==> src/sv/tlpte_pkg.sv <==
// Shared types and constants for the two-level page table engine.
package tlpte_pkg;

    localparam int DIR_BITS     = 10;
    localparam int PT_BITS      = 10;
    localparam int OFS_BITS     = 12;
    localparam int DIR_ENTRIES  = 1 << DIR_BITS;
    localparam int PT_ENTRIES   = 1 << PT_BITS;
    localparam int FRAME_BITS   = 32 - OFS_BITS;
    localparam int FLAG_PRESENT = 0;
    localparam int FLAG_USER    = 2;

    typedef enum logic [1:0] {
        MODE_MAP   = 2'd0,
        MODE_UNMAP = 2'd1,
        MODE_XLATE = 2'd2,
        MODE_NOP   = 2'd3
    } t_mode;

    typedef enum logic [1:0] {
        STAT_DONE       = 2'd0,
        STAT_NO_TABLES  = 2'd1,
        STAT_NOT_MAPPED = 2'd2
    } t_status;

    typedef enum logic [1:0] {
        S_CLEAR,
        S_IDLE,
        S_DIR,
        S_PT
    } t_state;

    typedef struct packed {
        t_status     status;
        logic [31:0] result_addr;
        logic        tlb_invalidate;
    } t_rsp;

endpackage

==> src/sv/tlpte_ifs.sv <==


interface tlpte_rsp_if;
    import tlpte_pkg::*;

    logic        valid;
    logic        ready;
    logic [1:0]  status;
    logic [31:0] result_addr;
    logic        tlb_invalidate;

    modport source (output valid, status, result_addr, tlb_invalidate, input ready);
    modport sink   (input valid, status, result_addr, tlb_invalidate, output ready);
endinterface

==> src/sv/tlpte_out_reg.sv <==
// Response output register: holds one result until its transfer completes.
module tlpte_out_reg (
    input  logic            i_clk,
    input  logic            i_rst_n,
    input  logic            i_load,
    input  tlpte_pkg::t_rsp i_data,
    output logic            o_free,
    tlpte_rsp_if.source     o_rsp
);
    import tlpte_pkg::*;

    logic r_valid;
    logic n_valid;
    t_rsp r_data;

    always_comb begin
        o_free = !r_valid || o_rsp.ready;
        if (i_load) begin
            n_valid = 1'b1;
        end else if (o_rsp.ready) begin
            n_valid = 1'b0;
        end else begin
            n_valid = r_valid;
        end
    end

    always_ff @(posedge i_clk) begin
        if (!i_rst_n) begin
            r_valid <= 1'b0;
        end else begin
            r_valid <= n_valid;
        end
    end

    always_ff @(posedge i_clk) begin
        if (i_load) begin
            r_data <= i_data;
        end
    end

    assign o_rsp.valid          = r_valid;
    assign o_rsp.status         = r_data.status;
    assign o_rsp.result_addr    = r_data.result_addr;
    assign o_rsp.tlb_invalidate = r_data.tlb_invalidate;

endmodule

==> src/flat_wrapper.sv <==
// flat-port wrapper written by rule: the top's interface ports become plain ports
module tlpte_out_reg_flat import tlpte_pkg::*;
  (i_clk, i_rst_n, i_load, i_data, o_free, o_rsp_valid, o_rsp_status, o_rsp_result_addr, o_rsp_tlb_invalidate, o_rsp_ready);
  tlpte_rsp_if o_rsp_i ();
  input  logic i_clk;
  input  logic i_rst_n;
  input  logic i_load;
  input  tlpte_pkg::t_rsp i_data;
  output logic o_free;
  output wire logic [$bits(o_rsp_i.valid)-1:0] o_rsp_valid;
  output wire logic [$bits(o_rsp_i.status)-1:0] o_rsp_status;
  output wire logic [$bits(o_rsp_i.result_addr)-1:0] o_rsp_result_addr;
  output wire logic [$bits(o_rsp_i.tlb_invalidate)-1:0] o_rsp_tlb_invalidate;
  input wire logic [$bits(o_rsp_i.ready)-1:0] o_rsp_ready;
  assign o_rsp_valid = o_rsp_i.valid;
  assign o_rsp_status = o_rsp_i.status;
  assign o_rsp_result_addr = o_rsp_i.result_addr;
  assign o_rsp_tlb_invalidate = o_rsp_i.tlb_invalidate;
  assign o_rsp_i.ready = o_rsp_ready;
  tlpte_out_reg u_core (.i_clk(i_clk), .i_rst_n(i_rst_n), .i_load(i_load), .i_data(i_data), .o_free(o_free), .o_rsp(o_rsp_i));
endmodule
==> config.mk <==
export PLATFORM = sky130hd
export DESIGN_NAME = tlpte_out_reg_flat
export DESIGN_NICKNAME = d
export VERILOG_FILES = /design/src/sv/tlpte_pkg.sv /design/src/sv/tlpte_ifs.sv /design/src/sv/tlpte_out_reg.sv /design/src/flat_wrapper.sv
export SDC_FILE = /design/constraint.sdc
export NUM_CORES = 1
export LEC_CHECK = 0
export BUFFER_PORTS_ARGS = -buffer_cell sky130_fd_sc_hd__buf_2
export CELL_PAD_IN_SITES_DETAIL_PLACEMENT = 0
export CELL_PAD_IN_SITES_GLOBAL_PLACEMENT = 1
export CORE_UTILIZATION = 35
export CTS_BUF_LIST = sky130_fd_sc_hd__clkbuf_4 sky130_fd_sc_hd__clkbuf_8
export CTS_CLUSTER_SIZE = 10
export DETAILED_ROUTE_END_ITERATION = 10
export PLACE_DENSITY_LB_ADDON = 0.12
export SETUP_SLACK_MARGIN = 0.1
export SKIP_CTS_REPAIR_TIMING = 1
export SYNTH_ARGS = -nofsm -noshare
export SYNTH_HDL_FRONTEND = slang
export SYNTH_SLANG_ARGS = --single-unit
==> constraint.sdc <==
create_clock -name i_clk -period 1.1 [get_ports i_clk]
set_clock_uncertainty 0.15 [all_clocks]
set_input_delay 0.22 -clock i_clk [delete_from_list [all_inputs] [get_ports i_clk]]
set_output_delay 0.22 -clock i_clk [all_outputs]
set_load 0.02 [all_outputs]
==> flow_summary.json <==
{
  "status": "complete, but fails checks",
  "failed_checks": "design-rule violations, negative setup slack",
  "grt_pass1_vias": 655,
  "grt_max_degree": 20,
  "maxCapViolCount": 0,
  "grt.overflow.total": 0,
  "endpoint": "o_rsp_result_addr[30]",
  "worstSetupStartpointType": "register",
  "drv_slew": 0,
  "r2r_slack_ns": 0.34,
  "clock_latency_ns": 0.34,
  "clock-root-buffer": "clkbuf_4",
  "cp.depth": 1,
  "nNetsFinal": 198,
  "power_density_mw_per_mm2": 1360,
  "drcViolationCount": 6,
  "vias": 826,
  "path_buf_inv": 1,
  "arrival_ns": 0.91,
  "fin_crit_ns": 1.28,
  "synth_edf_count": 35,
  "setup_viol": 37,
  "synth_nets": 78,
  "min_from": "o_rsp_ready",
  "max_stage_delay_ns": 0.40,
  "synth-simple-area-share_pct": 1.25,
  "firstDrtPassIters": 7,
  "crit_start": "u_core.o_rsp.result_addr[30]$_DFFE_PP_",
  "slew_headroom_pct": 92.8,
  "end_kind": "output pin",
  "yosys.area.top_type_share_pct": 95.6,
  "cp.required_ns": 0.73,
  "dp_hpwl_um": 1540,
  "p_leak_uw": 0.000918,
  "setup_ws_ns": -0.182,
  "cts_buffers": 5,
  "drive_above_1_share_pct": 54.4,
  "synth_area_per_cell_um2": 28.2,
  "ant_nets": 0,
  "clk_pin_slew_ns": 0.10,
  "stdcell_area_mm2": 0.00214,
  "finalWirelength_um": 2650,
  "cts_sinks": 36,
  "grtUsageTotal_pct": 12.8,
  "netlist_instances": 39,
  "h-tree-depth": 2,
  "drtIter0Drc": 31,
  "die-area_mm2": 0.00337,
  "yosysTopAreaCell": "edfxtp_1",
  "io_buffers": 75,
  "r2r-end": "u_core.o_rsp.valid$_SDFFE_PN0P_",
  "yosysSeqAreaShare_pct": 97.4,
  "tightest_slew_ns": 0.108,
  "synth_mux_area_share_pct": 0,
  "timing.fmax_ghz": 0.780,
  "worstReg2RegStart": "u_core.o_rsp.valid$_SDFFE_PN0P_",
  "fill_cells": 184,
  "place_area_mm2": 0.00157,
  "clock_path_buffers": 2,
  "vdd_ir_drop_max_v": 0.000814,
  "start_util_pct": 38.2,
  "ys_seq_elements": 36,
  "crit_family": "flip-flops",
  "antenna_found_initial": 0,
  "areaGrowthSynthToFinish_pct": 94.8,
  "numPlacedInstances": 158,
  "via_per_inst": 4.09,
  "synth_top_family_by_area": "simple AND/OR/NAND/NOR gates",
  "cts_tree": "built",
  "grt_first_pass_wirelength_um": 2980,
  "die_y_um": 58.1,
  "core_mm2": 0.00288,
  "syn_area_mm2": 0.00110,
  "synth-xor-area-share_pct": 0,
  "synth_flop_cell": "edfxtp_1",
  "synth_common_cells": "edfxtp_1 (35), a21boi_2 (1), dfxtp_1 (1), inv_1 (1), nand2b_4 (1)",
  "wl_per_cell_um": 13.1,
  "synth-async-reset-ratio_pct": 0,
  "rr_worst_depth": 2,
  "crit_slowest_cell": "edfxtp_1",
  "ios": 76,
  "hold_path.class": "input pin to register",
  "critical_path_class": "register to output pin",
  "rsz0062_at_grt": "true",
  "crit_chain": "buf_2",
  "place.gp.congestion": 0.666,
  "synth.distinct_cells": 5,
  "hold_violations": 0,
  "dp_worst_setup_slack_ns": 0.119,
  "synth-adder-area-share_pct": 0,
  "yosys_warnings": 0,
  "synth_area_leaders": "edfxtp_1 (96%), dfxtp_1 (1.8%), nand2b_4 (1.3%)",
  "synth.most_common_cell": "edfxtp_1",
  "cp_max_fo": 1,
  "diodes": 0,
  "die_w_um": 58.1,
  "synth_compound_area_share_pct": 1.02,
  "final-instance-count-excl-fill": 202,
  "layout_worst_path_cycle_share_pct": 117,
  "rows": 19
}
==> power by group <==
group / leakage (uW) / switching, uW / total, uW / internal [uW]
combinational: 0.000533 / 240 / 538 / 298
clock: 0.0000338 / 409 / 703 / 295
sequential: 0.000351 / 43.7 / 1670 / 1620
total: 0.000918 / 692 / 2910 / 2220
==> registers in the layout (all words and copies together), names as in the netlist <==
register,cells
u_core.o_rsp.result_addr,32
u_core.o_rsp.status,2
u_core.o_rsp.tlb_invalidate,1
u_core.o_rsp.valid,1
==> placed cells by master, fill, tap and decap left out, drive strengths merged <==
| cell type | count |
|---|---|
| dlygate4sd3 | 36 |
| clkinv | 1 |
| inv | 1 |
| a21boi | 1 |
| dfxtp | 1 |
| edfxtp | 35 |
| clkbuf | 7 |
| buf | 77 |
| nand2b | 1 |
==> through the flow <==
stage / utilization (%) / hold WS [ns] / setup TNS (ns) / total power [uW]
floorplan: - / 0.169 / 0 / 1830
global placement: 54.5 / 0.247 / 0 / 2030
detailed placement: 54.5 / 0.249 / 0 / 2040
CTS: 56.5 / -0.113 / -5.81 / 2720
global route: 74.5 / -0.0115 / -7.27 / 3030
finish: 74.5 / 0.00203 / -5.40 / 2910
==> per-layer routing <==
layer | global-route usage, % | share of wire (%) | routed length, um
met2 | 20.9 | 56 | 1490
met3 | 5.58 | 8.5 | 226
met4 | 8.16 | 1.6 | 43
met1 | 13.6 | 34 | 888
met5 | 0 | 0 | 0
==> cell families after synthesis <==
| logic type | count (synthesis) |
|---|---|
| compound gates | 1 |
| buf+inv | 1 |
| flops | 36 |
| simple gates | 1 |
==> area by class of cell <==
class	instances	area [um2]	area share (%)
sequential	36	1070	50.1
timing repair buffer	113	932	43.5
clock buffer	7	52.6	2.45
tap	42	52.6	2.45
multi-input combinational	2	25.0	1.17
clock inverter	1	3.75	0.175
inverter	1	3.75	0.175
==> how the worst min path moves through the flow <==
stage                                              to  cells past startpoint
4_1_cts        u_core.o_rsp.result_addr[28]$_DFFE_PP_                      1
2_1_floorplan   u_core.o_rsp.result_addr[0]$_DFFE_PP_                      0
3_3_place_gp         u_core.o_rsp.status[1]$_DFFE_PP_                      1
3_5_place_dp   u_core.o_rsp.result_addr[28]$_DFFE_PP_                      1
6_report              u_core.o_rsp.valid$_SDFFE_PN0P_                      3
5_1_grt               u_core.o_rsp.valid$_SDFFE_PN0P_                      3
No activity file was read; power rests on OpenSTA's default activity.
